$ cat src/sv/gbd_pkg.sv
package gbd_pkg;

  localparam int SampleW      = 12;
  localparam int StateW       = 36;
  localparam int CoefW        = 18;
  localparam int CoefFracBits = 16;
  localparam int LenW         = 9;
  localparam int MaxBlock     = 256;
  localparam int CfgIdxW      = 2;
  localparam int CfgDataW     = 18;

  localparam int MulAW     = StateW + 1;
  localparam int MulBW     = CoefW + 1;
  localparam int ProdW     = MulAW + MulBW;
  localparam int WideW     = 58;
  localparam int SqChunkW  = StateW / 2;
  localparam int SqProdW   = StateW + SqChunkW;
  localparam int AccW      = 2 * StateW;
  localparam int RemW      = StateW + 3;
  localparam int RootIterW = 6;
  localparam int StepW     = 4;

  localparam logic [CfgIdxW-1:0] REG_BLOCK_LENGTH = 2'd0;
  localparam logic [CfgIdxW-1:0] REG_BIN_COSINE   = 2'd1;
  localparam logic [CfgIdxW-1:0] REG_BIN_SINE     = 2'd2;

  typedef logic [StepW-1:0] step_t;

  localparam step_t STEP_IDLE = 4'd0;
  localparam step_t STEP_UPD  = 4'd1;
  localparam step_t STEP_END0 = 4'd2;
  localparam step_t STEP_END1 = 4'd3;
  localparam step_t STEP_END2 = 4'd4;
  localparam step_t STEP_SQ0  = 4'd5;
  localparam step_t STEP_SQ1  = 4'd6;
  localparam step_t STEP_SQ2  = 4'd7;
  localparam step_t STEP_SQ3  = 4'd8;
  localparam step_t STEP_ROOT = 4'd9;
  localparam step_t STEP_EMIT = 4'd10;

  typedef enum logic [2:0] {
    MUL_Q1_COS,
    MUL_Q2_COS,
    MUL_Q2_SIN,
    MUL_RE_LO,
    MUL_RE_HI,
    MUL_IM_LO,
    MUL_IM_HI
  } mul_sel_e;

  typedef enum logic [1:0] {
    ACC_HOLD,
    ACC_LOAD,
    ACC_ADD,
    ACC_ADD_HI
  } acc_op_e;

  typedef enum logic [2:0] {
    COND_ALWAYS,
    COND_NO_INPUT,
    COND_BLOCK_OPEN,
    COND_ROOT_BUSY,
    COND_OUT_FULL
  } cond_e;

  typedef struct packed {
    logic     in_en;
    mul_sel_e mul_sel;
    logic     q_upd;
    logic     re_ld;
    logic     im_ld;
    acc_op_e  acc_op;
    logic     st_clr;
    logic     root_init;
    logic     root_step;
    logic     emit;
    cond_e    cond;
    step_t    next_hit;
    step_t    next_miss;
  } ctrl_t;

  typedef struct packed {
    logic in_fire;
    logic block_open;
    logic root_busy;
    logic out_full;
  } status_t;

  function automatic logic signed [StateW-1:0] sat_state(input logic signed [WideW-1:0] x);
    if (x[WideW-1:StateW-1] == {(WideW-StateW+1){x[WideW-1]}}) begin
      return x[StateW-1:0];
    end
    return x[WideW-1] ? {1'b1, {(StateW-1){1'b0}}} : {1'b0, {(StateW-1){1'b1}}};
  endfunction

  // microprogram: one control word per step
  function automatic ctrl_t ucode(input step_t s);
    ctrl_t c;
    c           = '0;
    c.cond      = COND_ALWAYS;
    c.next_hit  = STEP_IDLE;
    c.next_miss = STEP_IDLE;
    case (s)
      STEP_IDLE: begin
        c.in_en     = 1'b1;
        c.mul_sel   = MUL_Q1_COS;
        c.cond      = COND_NO_INPUT;
        c.next_hit  = STEP_IDLE;
        c.next_miss = STEP_UPD;
      end
      STEP_UPD: begin
        c.q_upd     = 1'b1;
        c.cond      = COND_BLOCK_OPEN;
        c.next_hit  = STEP_IDLE;
        c.next_miss = STEP_END0;
      end
      STEP_END0: begin
        c.mul_sel  = MUL_Q2_COS;
        c.next_hit = STEP_END1;
      end
      STEP_END1: begin
        c.re_ld    = 1'b1;
        c.mul_sel  = MUL_Q2_SIN;
        c.next_hit = STEP_END2;
      end
      STEP_END2: begin
        c.im_ld    = 1'b1;
        c.mul_sel  = MUL_RE_LO;
        c.next_hit = STEP_SQ0;
      end
      STEP_SQ0: begin
        c.acc_op   = ACC_LOAD;
        c.mul_sel  = MUL_RE_HI;
        c.next_hit = STEP_SQ1;
      end
      STEP_SQ1: begin
        c.acc_op   = ACC_ADD_HI;
        c.mul_sel  = MUL_IM_LO;
        c.next_hit = STEP_SQ2;
      end
      STEP_SQ2: begin
        c.acc_op   = ACC_ADD;
        c.mul_sel  = MUL_IM_HI;
        c.next_hit = STEP_SQ3;
      end
      STEP_SQ3: begin
        c.acc_op    = ACC_ADD_HI;
        c.st_clr    = 1'b1;
        c.root_init = 1'b1;
        c.next_hit  = STEP_ROOT;
      end
      STEP_ROOT: begin
        c.root_step = 1'b1;
        c.cond      = COND_ROOT_BUSY;
        c.next_hit  = STEP_ROOT;
        c.next_miss = STEP_EMIT;
      end
      STEP_EMIT: begin
        c.emit      = 1'b1;
        c.cond      = COND_OUT_FULL;
        c.next_hit  = STEP_EMIT;
        c.next_miss = STEP_IDLE;
      end
      default: begin
        c.next_hit = STEP_IDLE;
      end
    endcase
    return c;
  endfunction

endpackage

$ cat src/sv/gbd_if.sv
interface gbd_in_if;
  import gbd_pkg::*;
  logic               valid;
  logic               ready;
  logic [SampleW-1:0] sample;
  modport source (output valid, output sample, input ready);
  modport sink (input valid, input sample, output ready);
endinterface

interface gbd_out_if;
  import gbd_pkg::*;
  logic                     valid;
  logic                     ready;
  logic signed [StateW-1:0] real_part;
  logic signed [StateW-1:0] imag_part;
  logic [StateW-1:0]        magnitude;
  modport source (output valid, output real_part, output imag_part, output magnitude,
                  input ready);
  modport sink (input valid, input real_part, input imag_part, input magnitude,
                output ready);
endinterface

$ cat src/sv/gbd_seq.sv
module gbd_seq (
  input  logic             clk_i,
  input  logic             rst_ni,
  input  gbd_pkg::status_t status_i,
  output gbd_pkg::ctrl_t   ctrl_o,
  output gbd_pkg::step_t   step_o
);
  import gbd_pkg::*;

  step_t step_q, step_d;
  logic  hit;

  assign ctrl_o = ucode(step_q);
  assign step_o = step_q;

  always_comb begin
    case (ctrl_o.cond)
      COND_ALWAYS:     hit = 1'b1;
      COND_NO_INPUT:   hit = ~status_i.in_fire;
      COND_BLOCK_OPEN: hit = status_i.block_open;
      COND_ROOT_BUSY:  hit = status_i.root_busy;
      COND_OUT_FULL:   hit = status_i.out_full;
      default:         hit = 1'b1;
    endcase
    step_d = hit ? ctrl_o.next_hit : ctrl_o.next_miss;
  end

  always_ff @(posedge clk_i or negedge rst_ni) begin
    if (!rst_ni) begin
      step_q <= STEP_IDLE;
    end else begin
      step_q <= step_d;
    end
  end

endmodule

$ cat src/sv/gbd_dp.sv
module gbd_dp (
  input  logic                              clk_i,
  input  logic                              rst_ni,
  input  gbd_pkg::ctrl_t                    ctrl_i,
  input  logic                              in_fire_i,
  input  logic [gbd_pkg::SampleW-1:0]       sample_i,
  input  logic [gbd_pkg::LenW-1:0]          block_length_i,
  input  logic signed [gbd_pkg::CoefW-1:0]  bin_cosine_i,
  input  logic signed [gbd_pkg::CoefW-1:0]  bin_sine_i,
  input  logic                              out_ready_i,
  output gbd_pkg::status_t                  status_o,
  output logic                              out_valid_o,
  output logic signed [gbd_pkg::StateW-1:0] real_part_o,
  output logic signed [gbd_pkg::StateW-1:0] imag_part_o,
  output logic [gbd_pkg::StateW-1:0]        magnitude_o
);
  import gbd_pkg::*;

  logic [SampleW-1:0]       x_q;
  logic [LenW-1:0]          count_q;
  logic signed [StateW-1:0] q1_q, q2_q;
  logic signed [ProdW-1:0]  prod_q;
  logic signed [StateW-1:0] re_q, im_q;
  logic [AccW-1:0]          acc_q;
  logic [RemW-1:0]          rem_q;
  logic [StateW-1:0]        root_q;
  logic [RootIterW-1:0]     iter_q;
  logic                     out_valid_q;
  logic signed [StateW-1:0] real_q, imag_q;
  logic [StateW-1:0]        mag_q;

  logic [LenW-1:0]          len_eff;
  logic [StateW-1:0]        re_abs, im_abs;
  logic signed [MulAW-1:0]  mul_a;
  logic signed [MulBW-1:0]  mul_b;
  logic signed [ProdW:0]    prod_dbl;
  logic signed [WideW-1:0]  q0_wide, re_wide, im_wide;
  logic [AccW-1:0]          sq_term;
  logic [RemW-1:0]          rem_try, trial;
  logic                     root_ge;
  logic                     emit_load;

  always_comb begin
    if (block_length_i == '0) begin
      len_eff = LenW'(1);
    end else if (block_length_i > LenW'(MaxBlock)) begin
      len_eff = LenW'(MaxBlock);
    end else begin
      len_eff = block_length_i;
    end
  end

  assign re_abs = re_q[StateW-1] ? -re_q : re_q;
  assign im_abs = im_q[StateW-1] ? -im_q : im_q;

  // shared multiplier: recursion, block-end terms and partial squares
  always_comb begin
    case (ctrl_i.mul_sel)
      MUL_Q1_COS: begin
        mul_a = {q1_q[StateW-1], q1_q};
        mul_b = {bin_cosine_i[CoefW-1], bin_cosine_i};
      end
      MUL_Q2_COS: begin
        mul_a = {q2_q[StateW-1], q2_q};
        mul_b = {bin_cosine_i[CoefW-1], bin_cosine_i};
      end
      MUL_Q2_SIN: begin
        mul_a = {q2_q[StateW-1], q2_q};
        mul_b = {bin_sine_i[CoefW-1], bin_sine_i};
      end
      MUL_RE_LO: begin
        mul_a = {1'b0, re_abs};
        mul_b = {1'b0, re_abs[SqChunkW-1:0]};
      end
      MUL_RE_HI: begin
        mul_a = {1'b0, re_abs};
        mul_b = {1'b0, re_abs[StateW-1:SqChunkW]};
      end
      MUL_IM_LO: begin
        mul_a = {1'b0, im_abs};
        mul_b = {1'b0, im_abs[SqChunkW-1:0]};
      end
      MUL_IM_HI: begin
        mul_a = {1'b0, im_abs};
        mul_b = {1'b0, im_abs[StateW-1:SqChunkW]};
      end
      default: begin
        mul_a = '0;
        mul_b = '0;
      end
    endcase
  end

  assign prod_dbl = {prod_q, 1'b0};
  assign q0_wide  = WideW'(prod_dbl >>> CoefFracBits) - WideW'(q2_q)
                  + WideW'(signed'({1'b0, x_q}));
  assign re_wide  = WideW'(q1_q) - WideW'(prod_q >>> CoefFracBits);
  assign im_wide  = WideW'(prod_q >>> CoefFracBits);
  assign sq_term  = AccW'(prod_q[SqProdW-1:0]);

  // restoring square root, one result bit per step
  assign rem_try = {rem_q[RemW-3:0], acc_q[AccW-1 -: 2]};
  assign trial   = RemW'({root_q, 2'b01});
  assign root_ge = rem_try >= trial;

  assign emit_load = ctrl_i.emit & ~out_valid_q;

  always_ff @(posedge clk_i or negedge rst_ni) begin
    if (!rst_ni) begin
      count_q     <= '0;
      q1_q        <= '0;
      q2_q        <= '0;
      iter_q      <= '0;
      out_valid_q <= 1'b0;
    end else begin
      if (ctrl_i.st_clr) begin
        count_q <= '0;
      end else if (in_fire_i) begin
        count_q <= count_q + 1'b1;
      end
      if (ctrl_i.st_clr) begin
        q1_q <= '0;
        q2_q <= '0;
      end else if (ctrl_i.q_upd) begin
        q2_q <= q1_q;
        q1_q <= sat_state(q0_wide);
      end
      if (ctrl_i.root_init) begin
        iter_q <= RootIterW'(StateW - 1);
      end else if (ctrl_i.root_step && iter_q != '0) begin
        iter_q <= iter_q - 1'b1;
      end
      if (emit_load) begin
        out_valid_q <= 1'b1;
      end else if (out_ready_i) begin
        out_valid_q <= 1'b0;
      end
    end
  end

  always_ff @(posedge clk_i) begin
    prod_q <= mul_a * mul_b;
    if (in_fire_i) begin
      x_q <= sample_i;
    end
    if (ctrl_i.re_ld) begin
      re_q <= sat_state(re_wide);
    end
    if (ctrl_i.im_ld) begin
      im_q <= sat_state(im_wide);
    end
    case (ctrl_i.acc_op)
      ACC_LOAD:   acc_q <= sq_term;
      ACC_ADD:    acc_q <= acc_q + sq_term;
      ACC_ADD_HI: acc_q <= acc_q + (sq_term << SqChunkW);
      default: begin
        if (ctrl_i.root_step) begin
          acc_q <= acc_q << 2;
        end
      end
    endcase
    if (ctrl_i.root_init) begin
      rem_q  <= '0;
      root_q <= '0;
    end else if (ctrl_i.root_step) begin
      rem_q  <= root_ge ? rem_try - trial : rem_try;
      root_q <= {root_q[StateW-2:0], root_ge};
    end
    if (emit_load) begin
      real_q <= re_q;
      imag_q <= im_q;
      mag_q  <= root_q;
    end
  end

  assign status_o.in_fire    = in_fire_i;
  assign status_o.block_open = count_q < len_eff;
  assign status_o.root_busy  = iter_q != '0;
  assign status_o.out_full   = out_valid_q;

  assign out_valid_o = out_valid_q;
  assign real_part_o = real_q;
  assign imag_part_o = imag_q;
  assign magnitude_o = mag_q;

endmodule

$ cat src/sv/goertzel_single_bin_detector.sv
// Each sample: accepted in the idle step, recursion updated in the next step; no new sample
// is accepted during the update. Block end runs 7 steps on the shared multiplier (real,
// imaginary, partial squares), 36 square-root steps at one bit per cycle, then the output
// register load.
// Samples of the next block are taken while a result waits in the output register.
// rst_ni is asynchronous: state cleared, length 80, cosine 1.0, sine 0.
module goertzel_single_bin_detector (
  input  logic                            clk_i,
  input  logic                            rst_ni,
  input  logic                            cfg_we_i,
  input  logic [gbd_pkg::CfgIdxW-1:0]     cfg_idx_i,
  input  logic [gbd_pkg::CfgDataW-1:0]    cfg_data_i,
  gbd_in_if.sink                          in_i,
  gbd_out_if.source                       out_o
);
  import gbd_pkg::*;

  logic [LenW-1:0]         block_length_q;
  logic signed [CoefW-1:0] bin_cosine_q, bin_sine_q;
  ctrl_t                   ctrl;
  status_t                 status;
  step_t                   step;
  logic                    in_fire;

  always_ff @(posedge clk_i or negedge rst_ni) begin
    if (!rst_ni) begin
      block_length_q <= LenW'(80);
      bin_cosine_q   <= CoefW'(1 << CoefFracBits);
      bin_sine_q     <= '0;
    end else if (cfg_we_i) begin
      case (cfg_idx_i)
        REG_BLOCK_LENGTH: block_length_q <= cfg_data_i[LenW-1:0];
        REG_BIN_COSINE:   bin_cosine_q   <= cfg_data_i[CoefW-1:0];
        REG_BIN_SINE:     bin_sine_q     <= cfg_data_i[CoefW-1:0];
        default: ;
      endcase
    end
  end

  assign in_i.ready = ctrl.in_en;
  assign in_fire    = in_i.valid & ctrl.in_en;

  gbd_seq u_seq (
    .clk_i    (clk_i),
    .rst_ni   (rst_ni),
    .status_i (status),
    .ctrl_o   (ctrl),
    .step_o   (step)
  );

  gbd_dp u_dp (
    .clk_i          (clk_i),
    .rst_ni         (rst_ni),
    .ctrl_i         (ctrl),
    .in_fire_i      (in_fire),
    .sample_i       (in_i.sample),
    .block_length_i (block_length_q),
    .bin_cosine_i   (bin_cosine_q),
    .bin_sine_i     (bin_sine_q),
    .out_ready_i    (out_o.ready),
    .status_o       (status),
    .out_valid_o    (out_o.valid),
    .real_part_o    (out_o.real_part),
    .imag_part_o    (out_o.imag_part),
    .magnitude_o    (out_o.magnitude)
  );

  a_fire_to_upd: assert property (@(posedge clk_i) disable iff (!rst_ni)
    (in_i.valid && in_i.ready) |=> (step == STEP_UPD))
    else $error("sample transfer not followed by recursion update");

  a_out_from_emit: assert property (@(posedge clk_i) disable iff (!rst_ni)
    $rose(out_o.valid) |-> ($past(step) == STEP_EMIT))
    else $error("result raised outside the emit step");

  a_emit_loads: assert property (@(posedge clk_i) disable iff (!rst_ni)
    (step == STEP_IDLE && $past(step) == STEP_EMIT) |-> out_o.valid)
    else $error("emit step left without loading a result");

endmodule

$ cat src/flat_wrapper.sv
// flat-port wrapper written by rule: the top's interface ports become plain ports
module goertzel_single_bin_detector_flat import gbd_pkg::*;
  (clk_i, rst_ni, cfg_we_i, cfg_idx_i, cfg_data_i, in_i_valid, in_i_sample, in_i_ready, out_o_valid, out_o_real_part, out_o_imag_part, out_o_magnitude, out_o_ready);
  gbd_in_if in_i_i ();
  gbd_out_if out_o_i ();
  input  logic clk_i;
  input  logic rst_ni;
  input  logic cfg_we_i;
  input  logic [gbd_pkg::CfgIdxW-1:0] cfg_idx_i;
  input  logic [gbd_pkg::CfgDataW-1:0] cfg_data_i;
  input wire logic [$bits(in_i_i.valid)-1:0] in_i_valid;
  input wire logic [$bits(in_i_i.sample)-1:0] in_i_sample;
  output wire logic [$bits(in_i_i.ready)-1:0] in_i_ready;
  output wire logic [$bits(out_o_i.valid)-1:0] out_o_valid;
  output wire logic [$bits(out_o_i.real_part)-1:0] out_o_real_part;
  output wire logic [$bits(out_o_i.imag_part)-1:0] out_o_imag_part;
  output wire logic [$bits(out_o_i.magnitude)-1:0] out_o_magnitude;
  input wire logic [$bits(out_o_i.ready)-1:0] out_o_ready;
  assign in_i_i.valid = in_i_valid;
  assign in_i_i.sample = in_i_sample;
  assign in_i_ready = in_i_i.ready;
  assign out_o_valid = out_o_i.valid;
  assign out_o_real_part = out_o_i.real_part;
  assign out_o_imag_part = out_o_i.imag_part;
  assign out_o_magnitude = out_o_i.magnitude;
  assign out_o_i.ready = out_o_ready;
  goertzel_single_bin_detector u_core (.clk_i(clk_i), .rst_ni(rst_ni), .cfg_we_i(cfg_we_i), .cfg_idx_i(cfg_idx_i), .cfg_data_i(cfg_data_i), .in_i(in_i_i), .out_o(out_o_i));
endmodule
$ cat config.mk
export PLATFORM = sky130hd
export DESIGN_NAME = goertzel_single_bin_detector_flat
export DESIGN_NICKNAME = d
export VERILOG_FILES = /design/src/sv/gbd_pkg.sv /design/src/sv/gbd_if.sv /design/src/sv/gbd_seq.sv /design/src/sv/gbd_dp.sv /design/src/sv/goertzel_single_bin_detector.sv /design/src/flat_wrapper.sv
export SDC_FILE = /design/constraint.sdc
export NUM_CORES = 2
export LEC_CHECK = 0
export BUFFER_PORTS_ARGS = -buffer_cell sky130_fd_sc_hd__buf_2
export CAP_MARGIN = 10
export CORE_MARGIN = 2
export CORE_UTILIZATION = 35
export CTS_BUF_LIST = sky130_fd_sc_hd__clkbuf_8
export DETAILED_ROUTE_END_ITERATION = 16
export PLACE_DENSITY = 0.61
export SKIP_LAST_GASP = 1
export SLEW_MARGIN = 15
export SYNTH_ARGS = -nofsm -noshare
export SYNTH_HDL_FRONTEND = slang
export SYNTH_SLANG_ARGS = --single-unit
export TNS_END_PERCENT = 5
$ cat constraint.sdc
create_clock -name clk_i -period 20.8 [get_ports clk_i]
set_input_delay 1.04 -clock clk_i [delete_from_list [all_inputs] [get_ports clk_i]]
set_output_delay 1.04 -clock clk_i [all_outputs]
set_load 0.05 [all_outputs]
# Word level (Yosys, flattened, before mapping)

Cells that the tools add are included.

Input port bits: 37
Flip-flop bits (word level): 530

Multiply operators: 1
Order comparisons: 3
Bitwise logic cells: 4
Eq/ne operators: 28
Add/sub/neg operators: 10
Reductions and logical operators: 20
Multiplexer cells: 49

Operator list:

| operator                                                         | count |
|---|---|
| 36-bit 2-to-1 mux                                                | 15 |
| 72-bit case mux with 3 select lines                              | 1 |
| 37-bit case mux with 4 select lines                              | 1 |
| 19-bit case mux with 6 select lines                              | 1 |
| 72-bit by 54-bit adder with 72-bit output                        | 1 |
| 72-bit adder                                                     | 1 |
| 72-bit 2-to-1 mux                                                | 1 |
| 36-bit negation                                                  | 2 |
| 37-bit by 19-bit multiplier with 56-bit output                   | 1 |
| 22-bit == test                                                   | 2 |
| 42-bit by 13-bit adder with 43-bit output                        | 1 |
| 41-bit by 36-bit subtractor with 42-bit output                   | 1 |
| 36-bit by 40-bit subtractor with 41-bit output                   | 1 |
| 39-bit by 38-bit greater-or-equal comparator with 1-bit output   | 1 |
| 37-bit 2-to-1 mux                                                | 1 |
| 37-bit subtractor                                                | 1 |
| 9-bit 2-to-1 mux                                                 | 4 |
| 4-bit case mux with 8 select lines                               | 1 |
| 3-bit case mux with 6 select lines                               | 1 |
| 4-bit by 3-bit == test with 1-bit output (second input constant) | 4 |
| 1-bit 2-to-1 mux                                                 | 15 |
| 3-bit by 2-bit == test with 1-bit output (second input constant) | 4 |
| 3-bit == test (second input constant)                            | 4 |
| 4-bit == test (second input constant)                            | 3 |
| other kinds (29)                                                 | 47 |

# Longest topological paths before layout

Depth after elaboration: 9
Depth in mapped cells: 37

# Hierarchy

From an unflattened synthesis, not the netlist that was laid out.

Cells, all modules: 6747
Area total of the unflattened synthesis: 61343.8 um^2

Modules (own cells, without submodules):

| module                       | cells each | seq. area each (um^2) | area an instance (um^2) | times used |
|---|---|---|---|---|
| gbd_dp                       | 6590       | 12712.2               | 59107.9                 | 1 |
| goertzel_single_bin_detector | 97         | 1129.8                | 1800.5                  | 1 |
| gbd_seq                      | 60         | 100.1                 | 435.4                   | 1 |

# Worst setup path after synthesis

Ideal clock, no wire load.

Kind: flip-flop to flip-flop
Start point: reg u_core.u_seq.step_q[0], in the netlist u_core.u_seq.step_o[0]
End point: reg u_core.u_dp.prod_q[53]
Period minus slack after synthesis: 9.921 ns
Library setup time: 0.127 ns
Required time: 20.673 ns
Cell stages (with the launch flop): 32
Buffers on the path: 3
Setup slack: 10.879 ns
Arrival: 9.794 ns
Path through: dfrtp_1 -> clkbuf_1 -> nand2_1 -> nor3_1 -> clkbuf_1 -> a22oi_1 -> nand2_1 -> clkbuf_1 -> nand2_1 -> fa_1 -> inv_1 -> fa_1 -> inv_1 -> fa_1 -> inv_1 -> fa_1 -> fa_1 -> fa_1 -> inv_1 -> fa_1 -> inv_1 -> ha_1 -> a211o_1 -> a2111oi_0 -> o21ai_1 -> and3_1 -> o41ai_2 -> o31a_1 -> o21ai_1 -> a21oi_1 -> o21ai_0 -> xor2_1

Cells in the longest elaborated chain, start to end: 6
Elaborated cells between the ends (all ways): 21

Ends and longest elaborated chain:

| element                                                                                                     | RTL line       | RTL |
|---|---|---|
| start, declared                                                                                             | gbd_seq.sv:10  | `step_t step_q, step_d;` |
| start signal, assigned                                                                                      | gbd_seq.sv:32  | `step_q <= step_d;` |
| 4-bit by 3-bit == test with 1-bit output / 4-bit by 2-bit == test with 1-bit output (equally long branches) | gbd_pkg.sv:103 | `case (s)` |
| 3-bit case mux with 6 select lines (*)                                                                      | gbd_pkg.sv:103 |  |
| 3-bit by 1-bit == test with 1-bit output, or another cell as far along                                      | gbd_dp.sv:58   | `case (ctrl_i.mul_sel)` |
| 2-bit OR reduction (no line)                                                                                | n/a            |  |
| 19-bit case mux with 6 select lines / 37-bit case mux with 4 select lines (equally long branches)           | gbd_dp.sv:58   |  |
| 37-bit by 19-bit multiplier with 56-bit output (*)                                                          | gbd_dp.sv:142  | `prod_q <= mul_a * mul_b;` |
| end signal, assigned                                                                                        | gbd_dp.sv:142  |  |
| end, declared                                                                                               | gbd_dp.sv:22   | `logic signed [ProdW-1:0] prod_q;` |

Mark *: on every way between the ends. The rest lies on a longest branch, timed or not.
A chain may end at the register's enable or synchronous reset.

# Final worst setup path

Start point: reg u_core.u_dp.im_q[4]
End point: reg u_core.u_dp.prod_q[54]

Cells in the longest elaborated chain, start to end: 4
Elaborated cells between the ends (all ways): 5

Ends and longest elaborated chain:

| element                                                                                           | RTL line      | RTL |
|---|---|---|
| start, declared                                                                                   | gbd_dp.sv:23  | `logic signed [StateW-1:0] re_q, im_q;` |
| start signal, assigned                                                                            | gbd_dp.sv:150 | `im_q <= sat_state(im_wide);` |
| 36-bit negation                                                                                   | gbd_dp.sv:54  | `assign im_abs = im_q[StateW-1] ? -im_q : im_q;` |
| 36-bit 2-to-1 mux (*)                                                                             | gbd_dp.sv:54  |  |
| 19-bit case mux with 6 select lines / 37-bit case mux with 4 select lines (equally long branches) | gbd_dp.sv:58  |  |
| 37-bit by 19-bit multiplier with 56-bit output (*)                                                | gbd_dp.sv:142 |  |

Marked as above.

==> impl_results.md <==
- CTS tree: built
- Hold Fails Final Rpt: 0
- DRC Markers: 0
- Buffers added on ports: 146
- Worst Setup End Kind: flop
- Final HPWL DP: 156000 um
- Most used DFF post-synth: edfxtp_1
- Final setup fails: 0
- First-pass GRT wire length: 305000 um
- Placed Cells: 8654
- Global-route usage over all layers: 0.230
- Pre-antenna DRT Iters: 6
- Die Y: 416 um
- Mapped Avg Cell Area: 9.15 um^2
- Asr flop ratio synth: 0.258
- Synthesis-stage register bit count: 530
- Met2 Track Usage GR: 0.366
- Worst Setup Start Kind: flop
- Post-Synthesis Cell Area: 0.0595 mm^2
- Post-Syn Nets: 7650
- Initial antenna violation count: 15
- Met3 Usage GRT: 0.0483
- Worst-margin pin slew: 1.20 ns
- Fraction of layout cells with a size suffix above 1: 0.0815
- Syn Inst Count: 6500
- Starting Density: 0.352
- Max Buffers Root-to-Sink: 3
- FF/Latch Area: 0.0139 mm^2
- Vias in the first global route: 49.0k
- Register area share after synthesis: 0.234
- RSZ-0062 raised after global routing: false
- Clk sinks: 530
- Final Max Tran Viols: 0
- Filler instances: 16.9k
- Die area: 0.173 mm^2
- Critical Path AT: 12.00 ns
- Grt peak-use layer: met2
- Via Count: 49.4k
- Post-DRT Antenna Nets: 0
- Slowest CP cell: o21ai_0
- CP dominant cell by count: fa_1
- WS Path Type: flop to flop
- Core Region: 0.169 mm^2
- Initial DRC Count: 4514
- Fmax: 0.0882 GHz
- Required @ worst endpoint: 21.47 ns
- Crit share post-route: 0.545
- Clk root buf: clkbuf_8
- Vias/cell: 5.60
- Area of the multi-input gates: 0.0411 mm^2
- Pin count of the biggest net entering global routing: 95
- # rows: 151
- Synth cell types: 105
- Slowest stage delay, CP: 0.76 ns
- Reg clk slew, reported paths: 0.06 ns
- Routed wire per std cell: 22.8 um
- Post-Route WL: 202000 um
- Met1 usage: 0.304
- Clock latency on the worst-skew pair: 0.81 ns
- Setup TNS: 0 ns
- Resize count post-CTS: 0
- Synth Warn #: 0
- I/O pin count: 147
- H-tree lvl count: 3
- GP Congestion: 0.971
- Period minus WS final: 11.33 ns
- Post-synth EDFFs: 264
- CTS Buf Count: 91
- Status: completed
- Hold Crit Class: primary input to async pin
- Area Overhead vs Synth: 8.86%
- Postcts setup bufs: 0
- Setup Skew: 0.0404 ns
- Max_cap viols: 0
- Die width: 416 um
- Non-Filler Instances: 8825
- Layout net count: 7680
- Worst Path Max Fanout: 36
- Hold Buf Count CTS: 0
- Remaining global-route overflow: 0
- Slew HR: 0.202
-- synth_stat cells, types with 82 or more instances --
master | number | area share
o21ai_0 | 235 | 0.020
xnor2_1 | 162 | 0.024
clkbuf_1 | 275 | 0.017
dfrtp_1 | 134 | 0.056
fa_1 | 690 | 0.23
dfxtp_1 | 129 | 0.043
edfxtp_1 | 264 | 0.13
and2_1 | 82 | 0.0086
nand2_1 | 805 | 0.051
nor2_1 | 368 | 0.023
xor2_1 | 174 | 0.026
inv_1 | 891 | 0.056
a21o_1 | 198 | 0.025
a21oi_1 | 402 | 0.034
ha_1 | 423 | 0.089
-- cell usage in the layout (no fill, tap or decap), drive strengths merged, types with 71 or more instances in the layout --
master  count
a21o      199
a21oi     405
and2       82
buf       247
clkbuf    108
dfrtp     134
dfxtp     129
edfxtp    264
fa        690
ha        423
inv       922
nand2     806
nand3      71
nor2      368
o21ai     316
xnor2     162
xor2      174
-- worst max-delay path, delay by kind of cell, from the launching register on --
kind	cells	cell delay (ns)
xor gates and xnor gates	1	0.17
and+or+nand+nor	8	2.84
AOI/OAI and AO/OA	12	3.29
DFF	1	0.46
buffers and inverters	3	0.16
adders and majority gates	8	3.81
muxes	1	0.45
-- path summary, 6_finish.rpt --
kind,start,end,cells past startpoint,slack [ns]
min in group clk_i,in_i_sample[3],u_core.u_dp.x_q[3]$_DFFE_PP_,1,0.43
max in group asynchronous,rst_ni,u_core.u_dp.q1_q[31]$_DFFE_PN0P_,2,19.33
hold / removal,rst_ni,u_core.u_dp.iter_q[1]$_DFFE_PN0P_,1,0.22
setup reg to reg,u_core.u_dp.im_q[4]$_DFFE_PP_,u_core.u_dp.prod_q[54]$_DFF_P_,33,9.47
setup / recovery,u_core.u_dp.im_q[4]$_DFFE_PP_,u_core.u_dp.prod_q[54]$_DFF_P_,33,9.47
hold reg to reg,u_core.u_dp.root_q[35]$_SDFFE_PP0P_,u_core.u_dp.magnitude_o[35]$_DFFE_PP_,0,0.48
-- area by class of cell --
class                   instances  share of cell area
flip-flops and latches        530               0.215
repair buffers                247              0.0234
clock buffers                 108              0.0230
multi-input cells            4765               0.635
inverters                     895              0.0519
well taps                    2218              0.0429
clock inverters                60             0.00862
diodes                          2           0.0000773
-- kinds of logic (layout without fill, tap and decap cells) --
kind of cell,count (synthesis),count (layout),synth area share
XOR/XNOR,336,336,0.0495
multiplexers,96,96,0.0172
other,0,2,0
AND/OR/NAND/NOR,1691,1691,0.128
buffers and inverters,1205,1310,0.0772
adder cells (fa/ha/maj),1113,1113,0.321
flip-flops,530,530,0.234
AO/OA/AOI/OAI,1529,1529,0.172
-- metal layers --
layer  share of wire  vias to the layer above
li1                -                    22100
met1            0.41                    24900
met2            0.46                     2019
met3           0.083                      445
met4           0.048                       12
met5         0.00035                        -
-- registers in the layout, summed over array words and instances (netlist names) --
register and flops:
u_core.u_dp.re_q 36, u_core.u_dp.q1_q 36, u_core.u_dp.count_q 9, u_core.u_dp.magnitude_o 36, u_core.u_dp.real_part_o 36, u_core.block_length_q 9, u_core.bin_sine_q 18, u_core.u_seq.step_o 4
u_core.u_dp.root_q 36, u_core.u_dp.acc_q 72, u_core.u_dp.x_q 12, u_core.u_dp.im_q 36, u_core.u_dp.imag_part_o 36, u_core.bin_cosine_q 18, u_core.u_dp.prod_q 56, u_core.u_dp.out_valid_o 1
u_core.u_dp.iter_q 6, u_core.u_dp.q2_q 36, u_core.u_dp.rem_q 37
-- through the flow --
step / hold WS, ns / util / setup WS [ns] / area (um^2)
floorplan: 0.424 / - / 10.88 / 59500
global placement: 0.454 / 0.371 / 9.69 / 62700
detailed placement: 0.455 / 0.371 / 9.59 / 62700
CTS: 0.197 / 0.383 / 9.54 / 64700
global route: 0.241 / 0.383 / 8.88 / 64700
finish: 0.224 / 0.383 / 9.47 / 64700
Power is left out: the tool's default activity adds up to more than one toggle a clock period on the data nets, which glitch-free logic cannot reach.
